### src/hdl/escape_time_fractal_iterator_top_assert.svh
// Assertion helpers for the escape-time iterator.
`ifndef ESCAPE_TIME_FRACTAL_ITERATOR_TOP_ASSERT_SVH
`define ESCAPE_TIME_FRACTAL_ITERATOR_TOP_ASSERT_SVH

// same-cycle implication
`define EFI_ASSERT_HOLDS(lbl, clk, rst, ante, cons, msg) \
   lbl: assert property (@(posedge clk) disable iff (rst) (ante) |-> (cons)) \
      else $error(msg);

// next-cycle implication
`define EFI_ASSERT_NEXT(lbl, clk, rst, ante, cons, msg) \
   lbl: assert property (@(posedge clk) disable iff (rst) (ante) |=> (cons)) \
      else $error(msg);

`endif

### src/hdl/efi_pkg.sv
`timescale 1ns / 1ps
package efi_pkg;

   localparam int ITER_W     = 10;
   localparam int PIX_W      = 16;
   localparam int VAL_W      = 32;
   localparam int COEF_W     = 16;
   localparam int COEF_FRAC  = 12;
   localparam int STEP_W     = 31;
   localparam int VAR_W      = 2;
   localparam int CSR_IDX_W  = 3;
   localparam int CSR_DATA_W = 32;
   // full product of two values, and the common width of every wide sum
   localparam int PROD_W     = 2 * VAL_W;
   localparam int WIDE_W     = 66;

   typedef enum logic [CSR_IDX_W-1:0] {
      CSR_MAX_ITER   = 3'd0,
      CSR_VARIANT    = 3'd1,
      CSR_POWER_COEF = 3'd2,
      CSR_ORIGIN_RE  = 3'd3,
      CSR_ORIGIN_IM  = 3'd4,
      CSR_PIXEL_STEP = 3'd5
   } csr_index_type;

   localparam logic [VAR_W-1:0] VARIANT_MANDEL  = 2'd0;
   localparam logic [VAR_W-1:0] VARIANT_SHIP    = 2'd1;
   localparam logic [VAR_W-1:0] VARIANT_TRICORN = 2'd2;

   localparam logic [ITER_W-1:0]       RST_MAX_ITER   = 10'd100;
   localparam logic [VAR_W-1:0]        RST_VARIANT    = VARIANT_MANDEL;
   localparam logic [COEF_W-1:0]       RST_POWER_COEF = 16'd8192;
   localparam logic signed [VAL_W-1:0] RST_ORIGIN_RE  = -32'sd134217728;
   localparam logic signed [VAL_W-1:0] RST_ORIGIN_IM  = -32'sd67108864;
   localparam logic [STEP_W-1:0]       RST_PIXEL_STEP = 31'd225874;

   typedef struct packed {
      logic [PIX_W-1:0] pixel_x;
      logic [PIX_W-1:0] pixel_y;
   } req_payload_type;

   typedef struct packed {
      logic [ITER_W-1:0] iteration_count;
      logic              in_set;
   } rsp_payload_type;

   typedef struct packed {
      logic [ITER_W-1:0]       max_iterations;
      logic [VAR_W-1:0]        variant;
      logic [COEF_W-1:0]       power_coef;
      logic signed [VAL_W-1:0] origin_re;
      logic signed [VAL_W-1:0] origin_im;
      logic [STEP_W-1:0]       pixel_step;
   } csr_regs_type;

   typedef enum logic [2:0] {
      ST_IDLE,
      ST_CMUL,
      ST_CADD,
      ST_SQUARE,
      ST_UPDATE,
      ST_FINISH
   } efi_state_type;

   typedef struct packed {
      logic load_pixel;
      logic c_mul;
      logic c_add;
      logic square;
      logic update;
      logic emit;
   } efi_cmd_type;

   typedef struct packed {
      logic limit_zero;
      logic escape;
      logic last_iter;
      logic out_free;
   } efi_status_type;

   // clamp a wide signed value into the 32-bit value range
   function automatic logic signed [VAL_W-1:0] sat_val(input logic signed [WIDE_W-1:0] v);
      logic [WIDE_W-VAL_W:0] upper;
      upper = v[WIDE_W-1:VAL_W-1];
      if (upper == '0 || upper == '1) begin
         return v[VAL_W-1:0];
      end else if (v[WIDE_W-1]) begin
         return {1'b1, {(VAL_W-1){1'b0}}};
      end else begin
         return {1'b0, {(VAL_W-1){1'b1}}};
      end
   endfunction

endpackage

### src/hdl/efi_csr.sv
`timescale 1ns / 1ps
module efi_csr (
   input  logic                             clock,
   input  logic                             reset,
   input  logic                             csr_wr_en,
   input  logic [efi_pkg::CSR_IDX_W-1:0]    csr_index,
   input  logic [efi_pkg::CSR_DATA_W-1:0]   csr_wdata,
   output efi_pkg::csr_regs_type            regs
);

   efi_pkg::csr_regs_type regs_ff, regs_in;

   always_comb begin
      regs_in = regs_ff;
      if (csr_wr_en) begin
         unique case (csr_index)
            efi_pkg::CSR_MAX_ITER:   regs_in.max_iterations = csr_wdata[efi_pkg::ITER_W-1:0];
            efi_pkg::CSR_VARIANT:    regs_in.variant        = csr_wdata[efi_pkg::VAR_W-1:0];
            efi_pkg::CSR_POWER_COEF: regs_in.power_coef     = csr_wdata[efi_pkg::COEF_W-1:0];
            efi_pkg::CSR_ORIGIN_RE:  regs_in.origin_re      = csr_wdata[efi_pkg::VAL_W-1:0];
            efi_pkg::CSR_ORIGIN_IM:  regs_in.origin_im      = csr_wdata[efi_pkg::VAL_W-1:0];
            efi_pkg::CSR_PIXEL_STEP: regs_in.pixel_step     = csr_wdata[efi_pkg::STEP_W-1:0];
            default: ;  // unused index, write dropped
         endcase
      end
   end

   always_ff @(posedge clock) begin
      if (reset) begin
         regs_ff.max_iterations <= efi_pkg::RST_MAX_ITER;
         regs_ff.variant        <= efi_pkg::RST_VARIANT;
         regs_ff.power_coef     <= efi_pkg::RST_POWER_COEF;
         regs_ff.origin_re      <= efi_pkg::RST_ORIGIN_RE;
         regs_ff.origin_im      <= efi_pkg::RST_ORIGIN_IM;
         regs_ff.pixel_step     <= efi_pkg::RST_PIXEL_STEP;
      end else begin
         regs_ff <= regs_in;
      end
   end

   assign regs = regs_ff;

endmodule

### config.mk
export PLATFORM = sky130hd
export DESIGN_NAME = efi_csr
export DESIGN_NICKNAME = d
export VERILOG_FILES = /design/src/hdl/escape_time_fractal_iterator_top_assert.svh /design/src/hdl/efi_pkg.sv /design/src/hdl/efi_csr.sv
export SDC_FILE = /design/constraint.sdc
export NUM_CORES = 1
export LEC_CHECK = 0
export BUFFER_PORTS_ARGS = -buffer_cell sky130_fd_sc_hd__buf_2
export CORE_MARGIN = 3
export CORE_UTILIZATION = 40
export DETAILED_ROUTE_END_ITERATION = 10
export PLACE_DENSITY_LB_ADDON = 0.08
export SLEW_MARGIN = 10
export SYNTH_ARGS = -nofsm -noshare
export SYNTH_HDL_FRONTEND = slang
export SYNTH_SLANG_ARGS = --single-unit
export TNS_END_PERCENT = 50
### constraint.sdc
create_clock -name clock -period 1.5 [get_ports clock]
set_clock_uncertainty 0.15 [all_clocks]
set_input_delay 0.15 -clock clock [delete_from_list [all_inputs] [get_ports clock]]
set_output_delay 0.15 -clock clock [all_outputs]
set_load 0.01 [all_outputs]
==> impl_metrics.tcl, run 1 <==
set metrics [dict create \
    routed_via_density 4.73 \
    yosys-top-cells-area "dfxtp_1 50%, mux2i_1 25%, nand2b_1 17%, nor2_1 3.1%, buf_2 1.4%" \
    synth_nets 498 \
    hold_path_class "input port to flip-flop" \
    routed_wl_um 12200 \
    cts_root_buffer "clkbuf_16" \
    yosysTopAreaCell "dfxtp_1" \
    htree_levels 4 \
    ioPinCount 161 \
    critPathBufInv 1 \
    min_period_over_period_pct 80.0 \
    syn-instance-count 460 \
    min_to "regs[113]" \
    rows 39 \
    cts-buffers-inserted 17 \
    globalplace.congestion 0.759 \
    drc 0 \
    slew_viol_final 0 \
    crit_type "flip-flop to primary output" \
    fin_hold_ws_ns 0.00905 \
    grt_overflow 0 \
    yosys_warnings 0 \
    fp.dieH_um 117 \
    totalNegativeSetupSlack_ns 0 \
    worst_ep_required_time_ns 1.20 \
    fmax_mhz 833 \
    wl_per_cell_um 15.0 \
    end_kind "primary output" \
    areaGrowthSynthToFinish_pct 38.7 \
    core-area_um2 11700 \
    grt_start_max_net_pins 39 \
    crit_path_max_fanout 2 \
    final_hold_viol_count 0 \
    port_buffers 160 \
    max-vdd-ir-drop_v 0.000611 \
    setup_ws_ns 0.300 \
    worstPathArrival_ns 0.90 \
    tightest_slew_ns 0.281 \
    rrSetupSlack_ns 0.74 \
    multi_input_area_um2 2320 \
    vias 3829 \
    worstSkewPairLatency_ns 0.41 \
    die-area_um2 13700 \
    slowest_stage "dfxtp_1" \
    clk_pin_slew_ns 0.05 \
    grt_pass1_vias 3850 \
    seq_area_um2 2460 \
    post_cts_buffers 0 \
    antenna_left 0 \
    synth_cell_types 13 \
    status "finished, final reports clean" \
    worstReg2RegStart "regs[59]" \
    initial_core_util_pct 42.0 \
    synth_top_area_share_pct 50.0 \
    critPathTopFamily "flip-flops" \
    min_period_ns 1.20 \
    min_from "csr_wdata[0]" \
    layout_commonest_cell "buf_2" \
    avgSynthCellArea_um2 10.7 \
    clk_path_buf_depth 2 \
    slew_headroom_pct 81.2 \
    grt_pass1_wl_um 19100 \
    r2r_end "regs[59]" \
    place_ws_ns 0.101 \
    tritoncts "done" \
    ys_ff_latch 123 \
    largest_register_ffs 123 \
    fill_cells 1040 \
    antenna_found_initial 0 \
    die_w_um 117 \
    insertedDiodeCount 0 \
    start_kind "flip-flop" \
    drtPass1Iterations 4 \
    cts_sinks 123 \
    p_leak_uw 0.00339 \
    layout-drive-gt1-share_pct 30.7 \
    nets 694 \
    final_cell_mix "159 x buf_2, 130 x nand2b_1, 123 x mux2i_1, 123 x dfxtp_1, 41 x nor2_1" \
    r2r_cells 2 \
    path_depth 1 \
    rsz0062_at_grt "no" \
    place_hpwl_um 8440 \
    maxCapViolations 0 \
    crit_chain "buf_2" \
    drt-initial-drc-count 135 \
    power.density_nw_per_um2 1110 \
    worstHoldPathCells 3 \
    seq_area_frac_synth_pct 50.0 \
    grt_use_total_pct 18.3 \
    syn_area_um2 4920 \
    setup_viol_count_final 0 \
    cpPeakStageDelay_ns 0.35 \
]
## per-stage QoR
stage / cells / power (µW) / utilization (%) / area (µm²)
5_1_grt: 810 / 7870 / 58.3 / 6830
3_5_place_dp: 749 / 4000 / 51.3 / 6000
3_3_place_gp: 749 / 3990 / 51.3 / 6000
6_report: 810 / 7580 / 58.3 / 6830
4_1_cts: 810 / 7660 / 58.3 / 6830
2_1_floorplan: 460 / 3760 / - / 4920
## routing by layer
metal	routed length (µm)	up-vias	track usage, %
met4	234	0	7.57
met5	0	-	0
li1	-	1908	-
met3	825	17	6.74
met2	5830	112	30.3
met1	5290	1792	21.5
## power breakdown
part | switching, µW | internal (µW)
Combinational | 291 | 320
Clock | 1320 | 2260
Sequential | 37.2 | 3350
Total | 1650 | 5930
## synth_stat cells (all sizes together)
cell and n:
mux2i 123, nand4bb 3, nand2b 130, clkbuf 14, or4b 1, and4b 2
nor2 41, dfxtp 123, nor4bb 1, nand4b 2, buf 20
## final cells by class
class / instances / share of cell area [%]
multi-input cells: 303 / 34.0
well taps: 143 / 2.62
repair buffers: 211 / 19.8
clock inverters: 2 / 0.147
clock buffers: 28 / 7.42
flip-flops and latches: 123 / 36.1
## worst max-delay path by stage
| stage | start | endpoint |
|---|---|---|
| after detailed placement | csr_index[1] | regs[116] |
| final | regs[99] | regs[99] |
| after global placement | csr_index[1] | regs[113] |
| after floorplan | csr_wr_en | regs[113] |
| after global routing | regs[93] | regs[93] |
| after CTS | regs[101] | regs[101] |
## logic make-up (layout without fill, tap and decap cells)
| logic type | Yosys count | after routing | synth area share, % |
|---|---|---|---|
| AND/OR/NAND/NOR | 180 | 180 | 21.5 |
| buffers and inverters | 34 | 241 | 3.48 |
| flip-flops | 123 | 123 | 50.0 |
| multiplexers | 123 | 123 | 25.0 |
## what timing repair did
| item | in CTS | in global routing |
|---|---|---|
| hold endpoints to repair | 110 | 0 |
| hold buffers | 31 | 0 |
| gates resized for setup | 0 | 0 |
No activity file was read; power rests on OpenSTA's default activity.
==> inputs of run 2 (changes only) <==
==> constraint.sdc (replaced) <==
create_clock -name clock -period 1 [get_ports clock]
set_clock_uncertainty 0.15 [all_clocks]
set_input_delay 0.1 -clock clock [delete_from_list [all_inputs] [get_ports clock]]
set_output_delay 0.1 -clock clock [all_outputs]
set_load 0.01 [all_outputs]
==> impl_metrics.tcl, run 2 (synthesis results as in run 1) <==
set metrics [dict create \
    die-area_um2 13700 \
    final_cells 854 \
    clockPowerShare_pct 48.9 \
    rsz0062_at_grt "yes" \
    final_hold_viol_count 0 \
    cts-buffers-inserted 17 \
    core-area_um2 11700 \
    setup_ws_ns -0.106 \
    maxCapViolations 0 \
    slowest_stage "dfxtp_2" \
    routed_wl_um 13800 \
    p_sw_uw 2650 \
    totalNegativeSetupSlack_ns -10.31 \
    grt_start_max_net_pins 33 \
    violations "setup timing" \
    status "complete, but fails checks" \
    min_period_over_period_pct 111 \
    clk_pin_slew_ns 0.06 \
    post-route-util_pct 70.3 \
    min_period_ns 1.11 \
    design_area_um2 8230 \
    areaGrowthSynthToFinish_pct 67.2 \
    rows 39 \
    initial_core_util_pct 42.0 \
    cts_root_buffer "clkbuf_16" \
    wl_per_cell_um 16.1 \
    clk_path_buf_depth 2 \
    largest_register_ffs 123 \
    worst_ep_required_time_ns 0.75 \
    antenna_left 0 \
    crit_path_max_fanout 2 \
    place_inst 762 \
    drtPass1Iterations 4 \
    fmax_mhz 904 \
    crit_type "flip-flop to primary output" \
    start_kind "flip-flop" \
    layout-drive-gt1-share_pct 53.9 \
    slew_viol_final 0 \
    max-vdd-ir-drop_v 0.000927 \
    fill_cells 850 \
    power.density_nw_per_um2 1490 \
    worstSkewPairLatency_ns 0.39 \
    placed_cell_area_um2 6170 \
    globalplace.congestion 0.763 \
    tightest_slew_ns 0.273 \
    drc 0 \
    grt_use_total_pct 20.3 \
    final_cell_mix "123 x mux2i_1, 123 x buf_6, 123 x dfxtp_2" \
    p_comb_share_pct 9.5 \
    drt-initial-drc-count 151 \
    routed_via_density 4.71 \
    cpPeakStageDelay_ns 0.35 \
    worstPathArrival_ns 0.86 \
    seq_power_share_pct 41.6 \
    crit_chain "buf_6" \
    setup_viol_count_final 123 \
    internal_power_uw 9640 \
    grt_pass1_vias 4278 \
    multi_input_area_um2 2390 \
    critPathBufInv 1 \
    grt_pass1_wl_um 21500 \
    htree_levels 4 \
    insertedDiodeCount 0 \
    hold_path_class "input port to flip-flop" \
    fp.dieH_um 117 \
    p_leak_uw 0.00388 \
    port_buffers 160 \
    fin_hold_ws_ns 0.0401 \
    ioPinCount 161 \
    antenna_found_initial 1 \
    vias 4025 \
    die_w_um 117 \
    place_hpwl_um 8820 \
    critPathTopFamily "flip-flops" \
    end_kind "primary output" \
    slew_headroom_pct 81.8 \
    seq_area_um2 2620 \
    tritoncts "done" \
    grt_overflow 0 \
    nets 736 \
    cts_sinks 123 \
    swShare_pct 21.6 \
]
run 2: changes by cell type in the layout (fill, tap and decap cells not counted), moves of 3 or more:
cell	change
dfxtp_1	-123
buf_6	+123
buf_2	-123
nand2b_1	-9
clkbuf_1	-3
dfxtp_2	+123
nand2b_4	+8
buf_4	+38
run 2: area by class of cell:
class | instances | area share [%]
Timing Repair Buffer | 253 | 30.0
Sequential cell | 123 | 31.8
Clock inverter | 7 | 1.06
Clock buffer | 25 | 6.02
Tap cell | 143 | 2.17
Multi-Input combinational cell | 303 | 29.0
run 2: through the flow:
stage | setup slack, ns | power (µW)
finish | -0.106 | 12300
CTS | -0.118 | 12400
floorplan | -0.180 | 5690
global route | -0.138 | 12700
detailed placement | -0.364 | 6070
global placement | -0.343 | 6050
run 2: routing by layer:
layer / GRT usage, % / part of all wire (%) / up-vias
li1: - / - / 1989
met1: 23.4 / 41 / 1911
met2: 35.4 / 52 / 111
met3: 7.30 / 6.4 / 12
met4: 5.81 / 0.79 / 2
met5: 0 / 0.051 / -
run 2: worst paths after layout:
path / from / to / slack (ns) / cells past startpoint
worst max-delay path: regs[95] / regs[95] / -0.11 / 1
worst min-delay path: csr_wr_en / regs[109] / 0.04 / 4
worst max register to register: regs[112] / regs[112] / 0.01 / 4
worst min register to register: regs[34] / regs[34] / 0.33 / 2
run 2: repair_timing:
item                                   4_1_cts  5_1_grt
setup endpoints to repair                  123      124
endpoints found under the hold margin      119        0
gates resized for setup                    247        3
pin swaps                                    0        0
hold buffers                                33        0
setup buffers                               11       16
run 2: power groups by stage:
| stage | Clock [µW] | Combinational (µW) | Sequential (µW) |
|---|---|---|---|
| global placement | 0 | 885 | 5170 |
| finish | 6010 | 1160 | 5120 |
| detailed placement | 0 | 900 | 5170 |
| floorplan | 0 | 469 | 5220 |
| global route | 6340 | 1260 | 5130 |
| CTS | 6110 | 1140 | 5110 |
