### src/hdl/escape_time_fractal_iterator_top_assert.svh
// Assertion helpers for the escape-time iterator.
`ifndef ESCAPE_TIME_FRACTAL_ITERATOR_TOP_ASSERT_SVH
`define ESCAPE_TIME_FRACTAL_ITERATOR_TOP_ASSERT_SVH

// same-cycle implication
`define EFI_ASSERT_HOLDS(lbl, clk, rst, ante, cons, msg) \
   lbl: assert property (@(posedge clk) disable iff (rst) (ante) |-> (cons)) \
      else $error(msg);

// next-cycle implication
`define EFI_ASSERT_NEXT(lbl, clk, rst, ante, cons, msg) \
   lbl: assert property (@(posedge clk) disable iff (rst) (ante) |=> (cons)) \
      else $error(msg);

`endif

### src/hdl/efi_pkg.sv
`timescale 1ns / 1ps
package efi_pkg;

   localparam int ITER_W     = 10;
   localparam int PIX_W      = 16;
   localparam int VAL_W      = 32;
   localparam int COEF_W     = 16;
   localparam int COEF_FRAC  = 12;
   localparam int STEP_W     = 31;
   localparam int VAR_W      = 2;
   localparam int CSR_IDX_W  = 3;
   localparam int CSR_DATA_W = 32;
   // full product of two values, and the common width of every wide sum
   localparam int PROD_W     = 2 * VAL_W;
   localparam int WIDE_W     = 66;

   typedef enum logic [CSR_IDX_W-1:0] {
      CSR_MAX_ITER   = 3'd0,
      CSR_VARIANT    = 3'd1,
      CSR_POWER_COEF = 3'd2,
      CSR_ORIGIN_RE  = 3'd3,
      CSR_ORIGIN_IM  = 3'd4,
      CSR_PIXEL_STEP = 3'd5
   } csr_index_type;

   localparam logic [VAR_W-1:0] VARIANT_MANDEL  = 2'd0;
   localparam logic [VAR_W-1:0] VARIANT_SHIP    = 2'd1;
   localparam logic [VAR_W-1:0] VARIANT_TRICORN = 2'd2;

   localparam logic [ITER_W-1:0]       RST_MAX_ITER   = 10'd100;
   localparam logic [VAR_W-1:0]        RST_VARIANT    = VARIANT_MANDEL;
   localparam logic [COEF_W-1:0]       RST_POWER_COEF = 16'd8192;
   localparam logic signed [VAL_W-1:0] RST_ORIGIN_RE  = -32'sd134217728;
   localparam logic signed [VAL_W-1:0] RST_ORIGIN_IM  = -32'sd67108864;
   localparam logic [STEP_W-1:0]       RST_PIXEL_STEP = 31'd225874;

   typedef struct packed {
      logic [PIX_W-1:0] pixel_x;
      logic [PIX_W-1:0] pixel_y;
   } req_payload_type;

   typedef struct packed {
      logic [ITER_W-1:0] iteration_count;
      logic              in_set;
   } rsp_payload_type;

   typedef struct packed {
      logic [ITER_W-1:0]       max_iterations;
      logic [VAR_W-1:0]        variant;
      logic [COEF_W-1:0]       power_coef;
      logic signed [VAL_W-1:0] origin_re;
      logic signed [VAL_W-1:0] origin_im;
      logic [STEP_W-1:0]       pixel_step;
   } csr_regs_type;

   typedef enum logic [2:0] {
      ST_IDLE,
      ST_CMUL,
      ST_CADD,
      ST_SQUARE,
      ST_UPDATE,
      ST_FINISH
   } efi_state_type;

   typedef struct packed {
      logic load_pixel;
      logic c_mul;
      logic c_add;
      logic square;
      logic update;
      logic emit;
   } efi_cmd_type;

   typedef struct packed {
      logic limit_zero;
      logic escape;
      logic last_iter;
      logic out_free;
   } efi_status_type;

   // clamp a wide signed value into the 32-bit value range
   function automatic logic signed [VAL_W-1:0] sat_val(input logic signed [WIDE_W-1:0] v);
      logic [WIDE_W-VAL_W:0] upper;
      upper = v[WIDE_W-1:VAL_W-1];
      if (upper == '0 || upper == '1) begin
         return v[VAL_W-1:0];
      end else if (v[WIDE_W-1]) begin
         return {1'b1, {(VAL_W-1){1'b0}}};
      end else begin
         return {1'b0, {(VAL_W-1){1'b1}}};
      end
   endfunction

endpackage

### src/hdl/efi_ctrl.sv
`timescale 1ns / 1ps
module efi_ctrl (
   input  logic                   clock,
   input  logic                   reset,
   input  logic                   req_valid,
   output logic                   req_stall,
   input  efi_pkg::efi_status_type status,
   output efi_pkg::efi_cmd_type    cmd
);

   efi_pkg::efi_state_type state_ff, state_in;

   always_comb begin
      state_in = state_ff;
      unique case (state_ff)
         efi_pkg::ST_IDLE:   if (req_valid) state_in = efi_pkg::ST_CMUL;
         efi_pkg::ST_CMUL:   state_in = efi_pkg::ST_CADD;
         efi_pkg::ST_CADD: begin
            state_in = status.limit_zero ? efi_pkg::ST_FINISH : efi_pkg::ST_SQUARE;
         end
         efi_pkg::ST_SQUARE: state_in = efi_pkg::ST_UPDATE;
         efi_pkg::ST_UPDATE: begin
            state_in = (status.escape || status.last_iter) ? efi_pkg::ST_FINISH
                                                          : efi_pkg::ST_SQUARE;
         end
         efi_pkg::ST_FINISH: if (status.out_free) state_in = efi_pkg::ST_IDLE;
         default:            state_in = efi_pkg::ST_IDLE;
      endcase
   end

   always_comb begin
      req_stall      = (state_ff != efi_pkg::ST_IDLE);
      cmd.load_pixel = (state_ff == efi_pkg::ST_IDLE) && req_valid;
      cmd.c_mul      = (state_ff == efi_pkg::ST_CMUL);
      cmd.c_add      = (state_ff == efi_pkg::ST_CADD);
      cmd.square     = (state_ff == efi_pkg::ST_SQUARE);
      cmd.update     = (state_ff == efi_pkg::ST_UPDATE) && !status.escape;
      cmd.emit       = (state_ff == efi_pkg::ST_FINISH) && status.out_free;
   end

   always_ff @(posedge clock) begin
      if (reset) begin
         state_ff <= efi_pkg::ST_IDLE;
      end else begin
         state_ff <= state_in;
      end
   end

endmodule

### config.mk
export PLATFORM = sky130hd
export DESIGN_NAME = efi_ctrl
export DESIGN_NICKNAME = d
export VERILOG_FILES = /design/src/hdl/escape_time_fractal_iterator_top_assert.svh /design/src/hdl/efi_pkg.sv /design/src/hdl/efi_ctrl.sv
export SDC_FILE = /design/constraint.sdc
export NUM_CORES = 1
export LEC_CHECK = 0
export ABC_CLOCK_PERIOD_IN_PS = 2000
export BUFFER_PORTS_ARGS = -buffer_cell sky130_fd_sc_hd__buf_4
export CAP_MARGIN = 20
export CORE_AREA = 2 2 39 41
export CTS_BUF_LIST = sky130_fd_sc_hd__clkbuf_16
export DETAILED_ROUTE_END_ITERATION = 12
export DIE_AREA = 0 0 41 43
export PLACE_DENSITY = 0.35
export SETUP_SLACK_MARGIN = 0.1
export SYNTH_ARGS = -nofsm -noshare
export SYNTH_HDL_FRONTEND = slang
export SYNTH_SLANG_ARGS = --single-unit
### constraint.sdc
create_clock -name clock -period 2 [get_ports clock]
set_input_delay 0.3 -clock clock [delete_from_list [all_inputs] [get_ports clock]]
set_output_delay 0.3 -clock clock [all_outputs]
set_load 0.1 [all_outputs]
==> out/metrics.cfg, run 1 <==
[job]
number_of_maximum_capacitance_constraint_violations=0

[finish]
largest_register_ffs=3
multi_input_area_sq_um=173
register_area_sq_um=60.1
nNetsFinal=50
syn_to_final_growth_pct=100
number_of_filler_cells_placed_in_the_layout=149
antenna_cells=0
register_name_with_the_most_flops=state_ff
layout_top_registers=state_ff x3
final_layout_size_suffix_gt1_frac=0.595

[setup_path]
timing.critical_path.depth=3
number_of_buffer_and_inverter_instances_along_the_worst_setup_path=1
kind_of_capture_point_of_the_worst_setup_path=output pin
timing.critical_path.slowest_stage_cell=or3_4
worstSetupPathType=reg2out
rr_worst_depth=3
crit_path_cell_trace=or3_4, nor2_4, buf_4
worst_r2r_startpoint=state_ff[1]
critPathLaunchType=flip-flop
worst_path_dominant_cell_family=simple AND/OR/NAND/NOR gates
worst_setup_path_startpoint=state_ff[0]
critical_path.max_fanout=13
worstPathArrival_ns=1.47
worst_path_required_time_ns=1.70
critPathMaxStageDelay_ns=0.44

[routing]
vias_per_cell=4.09
detail_route.drc_violations=0
avgRoutedWirePerCell_microns=9.59
finalWirelength_microns=556
first_iter_violations=2
detailroute.via_count=237
firstDrtPassIters=2
drtAntennaViolNets=0

[yosys]
synthXorXnorAreaFrac=0
synthAdderAreaFrac=0
synth_fp_nets=33
synth_mux_area_frac=0
synth.largest_area_cell=dfxtp_1
total_number_of_yosys_warnings=0
synth.ff_latch_count=3
synthTopCellsByArea=dfxtp_1 28%, a21oi_1 6.9%, a221oi_2 6.9%
synth_top_family_by_area=simple AND/OR/NAND/NOR gates
synthesized_netlist_cell_count=26
yosys.area_share.simple=0.445
synth_cell_type_count=20
synth-compound-area-share=0.208
fraction_of_synthesized_cell_area_taken_by_the_top_area_cell_type=0.277
netlist_area_sq_um=216
post_syn_area_per_cell_sq_um=8.33
synth-seq-area-share=0.277

[die]
die_height_microns=43
floorplan.core_area_sq_um=1380
die-area_sq_um=1760
initial_utilization=0.156
num_rows=14
chip_width_microns=41
boundaryPins=14

[place]
port_buffer_count=13
gp_congestion=0.710
dp.final_hpwl_microns=446

[global_route]
largest_net_degree_at_the_start_of_global_routing=14
antenna_found_initial=0
grt_pass1_vias=225
wire_length_of_the_first_global_routing_pass_microns=828
grt_remaining_overflow=0
global_route.usage.total=0.0723

[pwr]
static-leakage-power_uw=0.000192
power.density_cell_area_nw_per_um2=1310
ir_drop_uv=574

[worst_hold_path]
min_path_type=in2reg
holdPathStages=2
holdCritStartpoint=reset

[clock_network]
clock_tree_root_driver_cell=clkbuf_16
clock_tree.buffer_depth=2
tritoncts.num_buffers=3
hold_buffers=0
cts_htree_levels=1
clk_transition_reported_paths_ns=0.03
worst_skew_pair.late_latency_ns=0.22
cts_repair_resize_count=0
tritoncts_num_sinks=3
cts_post_setup_buffers_inserted=0
clock_tree_from_tritoncts=yes

[timing]
worstMarginPinSlew_ns=0.424
fin_worst_skew_ns=0.00146
hold_violations=0
timing.final.crit_period_ns=1.77
clock.fmax_mhz=564
drv_slew=0
min_period_over_period=0.886
fin_tns_setup_ns=0
timing.max_slew.rel_slack=0.717
unrepaired_setup_endpoints_after_global_routing=no
worst_hold_slack_ns=0.259
setup-violations-final=0

[status]
outcome=finished, final reports clean

final timing paths:
check | end | slack, ns
hold reg to reg | state_ff[1] | 0.58
setup reg to reg | state_ff[0] | 0.79
hold / removal | state_ff[0] | 0.26
setup / recovery | cmd[5] | 0.23
stage by stage:
step	utilization	worst slack, ns	cells	power, uW	area [sq um]
after global placement	0.256	0.480	54	262	354
after floorplan	-	0.0824	26	229	248
after CTS	0.313	0.223	58	574	433
after global routing	0.313	0.168	58	589	433
final	0.313	0.228	58	568	433
after detailed placement	0.256	0.457	54	263	354
synthesized netlist by cell type:
| cell type | number |
|---|---|
| inv_1 | 1 |
| a221oi_2 | 1 |
| nor3_1 | 1 |
| a211o_2 | 1 |
| nor4_1 | 1 |
| or3_1 | 1 |
| a21oi_1 | 3 |
| nand2_1 | 1 |
| nand2b_1 | 1 |
| nor3b_1 | 1 |
| nor2_1 | 3 |
| nor4b_1 | 1 |
| and2_2 | 1 |
| or3_2 | 1 |
| and2b_2 | 1 |
| buf_6 | 1 |
| and4b_2 | 1 |
| o21ai_0 | 1 |
| nor2b_1 | 1 |
| dfxtp_1 | 3 |
power by group:
group | leakage, uW | switching (uW) | internal [uW]
Sequential | 0.0000246 | 16.6 | 66.4
Clock | 0.0000423 | 49.6 | 257
Combinational | 0.000125 | 127 | 50.5
placed cells by master, fill, tap and decap left out:
master and instances:
buf_4 13, a21oi_1 3, clkbuf_16 3, dfxtp_1 3, inv_1 2, nor2_1 2
or3_4 1, nor2b_1 1, and2_2 1, and2b_2 1, nor3b_2 1, nor4b_4 1
and4b_2 1, nor2_4 1, nor4_1 1, nand2_1 1, nand2b_1 1, or3_1 1
a221oi_2 1, nor3_1 1, a211o_2 1, o21ai_0 1
kinds of logic (layout without fill, tap and decap cells):
| group | count (synthesis) | after routing |
|---|---|---|
| buffers and inverters | 2 | 18 |
| AND/OR/NAND/NOR | 15 | 15 |
| AO/OA/AOI/OAI | 6 | 6 |
| flip-flops | 3 | 3 |
per-layer routing:
| layer | vias up | GRT usage | part of all wire |
|---|---|---|---|
| met5 | - | 0 | 0 |
| met4 | 0 | 0.0600 | 0 |
| met3 | 0 | 0.0314 | 0.090 |
| met2 | 8 | 0.0938 | 0.47 |
| met1 | 103 | 0.0868 | 0.44 |
| li1 | 126 | - | - |
final cells by class:
type,count,area share
repair buffers,13,0.225
inverters,1,0.00867
multi-input cells,21,0.399
flip-flops and latches,3,0.139
clock inverters,1,0.00867
clock buffers,3,0.173
well taps,16,0.0462
Note: power is estimated with default switching activity, not from simulation.
==> run 2: changes to the inputs <==
--- a/config.mk
+++ b/config.mk
@@ -5,6 +5,7 @@
 export SDC_FILE = /design/constraint.sdc
 export NUM_CORES = 1
 export LEC_CHECK = 0
+export ABC_AREA = 1
 export ABC_CLOCK_PERIOD_IN_PS = 2000
 export BUFFER_PORTS_ARGS = -buffer_cell sky130_fd_sc_hd__buf_4
 export CAP_MARGIN = 20
@@ -12,7 +13,7 @@
 export CTS_BUF_LIST = sky130_fd_sc_hd__clkbuf_16
 export DETAILED_ROUTE_END_ITERATION = 12
 export DIE_AREA = 0 0 41 43
-export PLACE_DENSITY = 0.35
+export PLACE_DENSITY = 0.39
 export SETUP_SLACK_MARGIN = 0.1
 export SYNTH_ARGS = -nofsm -noshare
 export SYNTH_HDL_FRONTEND = slang
==> out/metrics.cfg, run 2 <==
[die]
num_rows=14
boundaryPins=14
floorplan.core_area_sq_um=1380
chip_width_microns=41
die-area_sq_um=1760
initial_utilization=0.193
die_height_microns=43

[routing]
drtAntennaViolNets=0
detailroute.via_count=311
detail_route.drc_violations=0
finalWirelength_microns=681
avgRoutedWirePerCell_microns=8.96
first_iter_violations=4
vias_per_cell=4.09
firstDrtPassIters=2

[timing]
hold_violations=0
timing.max_slew.rel_slack=0.723
unrepaired_setup_endpoints_after_global_routing=no
setup-violations-final=0
fin_worst_skew_ns=0.000186
timing.final.crit_period_ns=1.70
clock.fmax_mhz=588
worstMarginPinSlew_ns=0.415
drv_slew=0
postLayoutSetupSlackWorst_ns=0.298
min_period_over_period=0.851

[setup_path]
critPathLaunchType=flip-flop
worst_path_dominant_cell_family=flip-flops
regToRegEndpoint=state_ff[2]
reg2reg_setup_slack_ns=0.89
timing.critical_path.slowest_stage_cell=dfxtp_1
critical_path.max_fanout=8
critPathMaxStageDelay_ns=0.49
worstSetupPathType=reg2out
worst_r2r_startpoint=state_ff[2]
kind_of_capture_point_of_the_worst_setup_path=output pin
crit_path_cell_trace=inv_1, nor4_4, buf_4
worstPathArrival_ns=1.40
worst_path_required_time_ns=1.70
rr_worst_depth=5
number_of_buffer_and_inverter_instances_along_the_worst_setup_path=2

[yosys]
synth.largest_area_cell=dfxtp_1
synth-seq-area-share=0.225
synthFlopType=dfxtp_1
synth_fp_nets=52
synth-async-reset-ratio=0
synth.ff_latch_count=3
fraction_of_synthesized_cell_area_taken_by_the_top_area_cell_type=0.225
synth_common_cells=14 x inv_1, 8 x nand3_1, 5 x nand2_1, 5 x nor2_1, 3 x dfxtp_1
synth_cell_type_count=12
synthMostInstantiatedCell=inv_1
number_of_enable_flip_flop_cells_after_synthesis=0
synthesized_netlist_cell_count=45
post_syn_area_per_cell_sq_um=5.92
total_number_of_yosys_warnings=0
synthTopCellsByArea=dfxtp_1 23%, inv_1 20%, nand3_1 15%
netlist_area_sq_um=267

[pwr]
combinationalPowerShare=0.379
p_seq_frac=0.143
power.density_cell_area_nw_per_um2=1390
net-switching-power_uw=269
power.switching_fraction=0.411
ir_drop_uv=509
power.share.clock=0.478
static-leakage-power_uw=0.000270
p_int_uw=385
totalPowerFinal_uw=653

[global_route]
largest_net_degree_at_the_start_of_global_routing=10
global_route.usage.total=0.0994
grt_remaining_overflow=0
use_met3=0.0471
grt_pass1_vias=262
top_usage_layer=met2
grt_use_met2=0.122
antenna_found_initial=0
grt_use_met1=0.116
wire_length_of_the_first_global_routing_pass_microns=1080

[place]
dp.final_hpwl_microns=552
port_buffer_count=13
pre_cts_ws_ns=0.537
gp_congestion=0.671

[clock_network]
cts_repair_resize_count=0
clock_tree.buffer_depth=2
tritoncts_num_sinks=3
clk_transition_reported_paths_ns=0.03
hold_buffers=0
worst_skew_pair.late_latency_ns=0.22
tritoncts.num_buffers=3
cts_post_setup_buffers_inserted=0
clock_tree_root_driver_cell=clkbuf_16
clock_tree_from_tritoncts=yes
cts_htree_levels=1

[worst_hold_path]
holdCritStartpoint=reset
holdPathEnd=state_ff[2]
holdPathStages=2
min_path_type=in2reg

[finish]
layout_top_registers=state_ff x3
final_layout_size_suffix_gt1_frac=0.383
largest_register_ffs=3
layout.core_utilization=0.340
nNetsFinal=68
register_name_with_the_most_flops=state_ff
layout.cells.most_common_list=15 x inv_1, 13 x buf_4, 8 x nand3_1
layout.cells.most_common=inv_1
number_of_filler_cells_placed_in_the_layout=158
antenna_cells=0
syn_to_final_growth_pct=76.5

[status]
outcome=finished, final reports clean

[job]
number_of_maximum_capacitance_constraint_violations=0

run 2: cell count changes after synthesis, moves of 2 or more:
cell     before  now
nand4_1       0    2
nand2_1       1    5
nor2_2        0    2
a21oi_1       3    0
nor2_1        3    5
nand3_1       0    8
inv_1         1   14
run 2: cell families (layout without fill, tap and decap cells):
logic type	count (synthesis)	after routing	synth area share
simple gates	26	26	0.493
buf+inv	16	31	0.282
flops	3	3	0.225
run 2: per-stage QoR:
stage                     area (sq um)  hold WS [ns]  setup TNS [ns]  instances
after floorplan                    297         0.372         -0.0688         45
after global placement             392         0.475               0         72
after detailed placement           392         0.473               0         72
after CTS                          470         0.241               0         76
after global routing               470         0.240               0         76
final                              470         0.240               0         76
run 2: layout make-up:
class,count,area [sq um],area share
Sequential cell,3,60.1,0.128
Inverter,14,52.6,0.112
Clock buffer,3,75.1,0.160
Tap cell,16,20.0,0.0426
Timing Repair Buffer,13,97.6,0.207
Clock inverter,1,3.75,0.00798
Multi-Input combinational cell,26,161,0.343
run 2: worst reg2reg max path, cell delays in order (launching register included):
cell and delay, ns:
dfxtp_1 0.49, inv_1 0.15, nand3_1 0.13, nand3_1 0.10
nor2_1 0.09, nor2_1 0.04
run 2: worst max-delay path by stage:
stage	endpoint	start	depth (start not counted)
after global placement	cmd[1]	state_ff[2]	3
after global routing	cmd[1]	state_ff[2]	3
after floorplan	cmd[3]	state_ff[1]	2
after detailed placement	cmd[1]	state_ff[2]	3
after CTS	cmd[1]	state_ff[2]	3
final	cmd[1]	state_ff[2]	3
run 2: power by group through the flow:
stage	logic, uW	registers (uW)	clock network, uW
3_3_place_gp	249	94.8	0
2_1_floorplan	225	78.2	0
4_1_cts	250	94.2	317
5_1_grt	261	96.1	334
6_report	248	93.7	312
3_5_place_dp	249	94.9	0
run 2: routing by layer:
layer / up-vias / routed length [microns] / part of all wire
met1: 128 / 296 / 0.43
met3: 4 / 60 / 0.088
met4: 0 / 23 / 0.034
li1: 165 / - / -
met2: 14 / 301 / 0.44
met5: - / 0 / 0
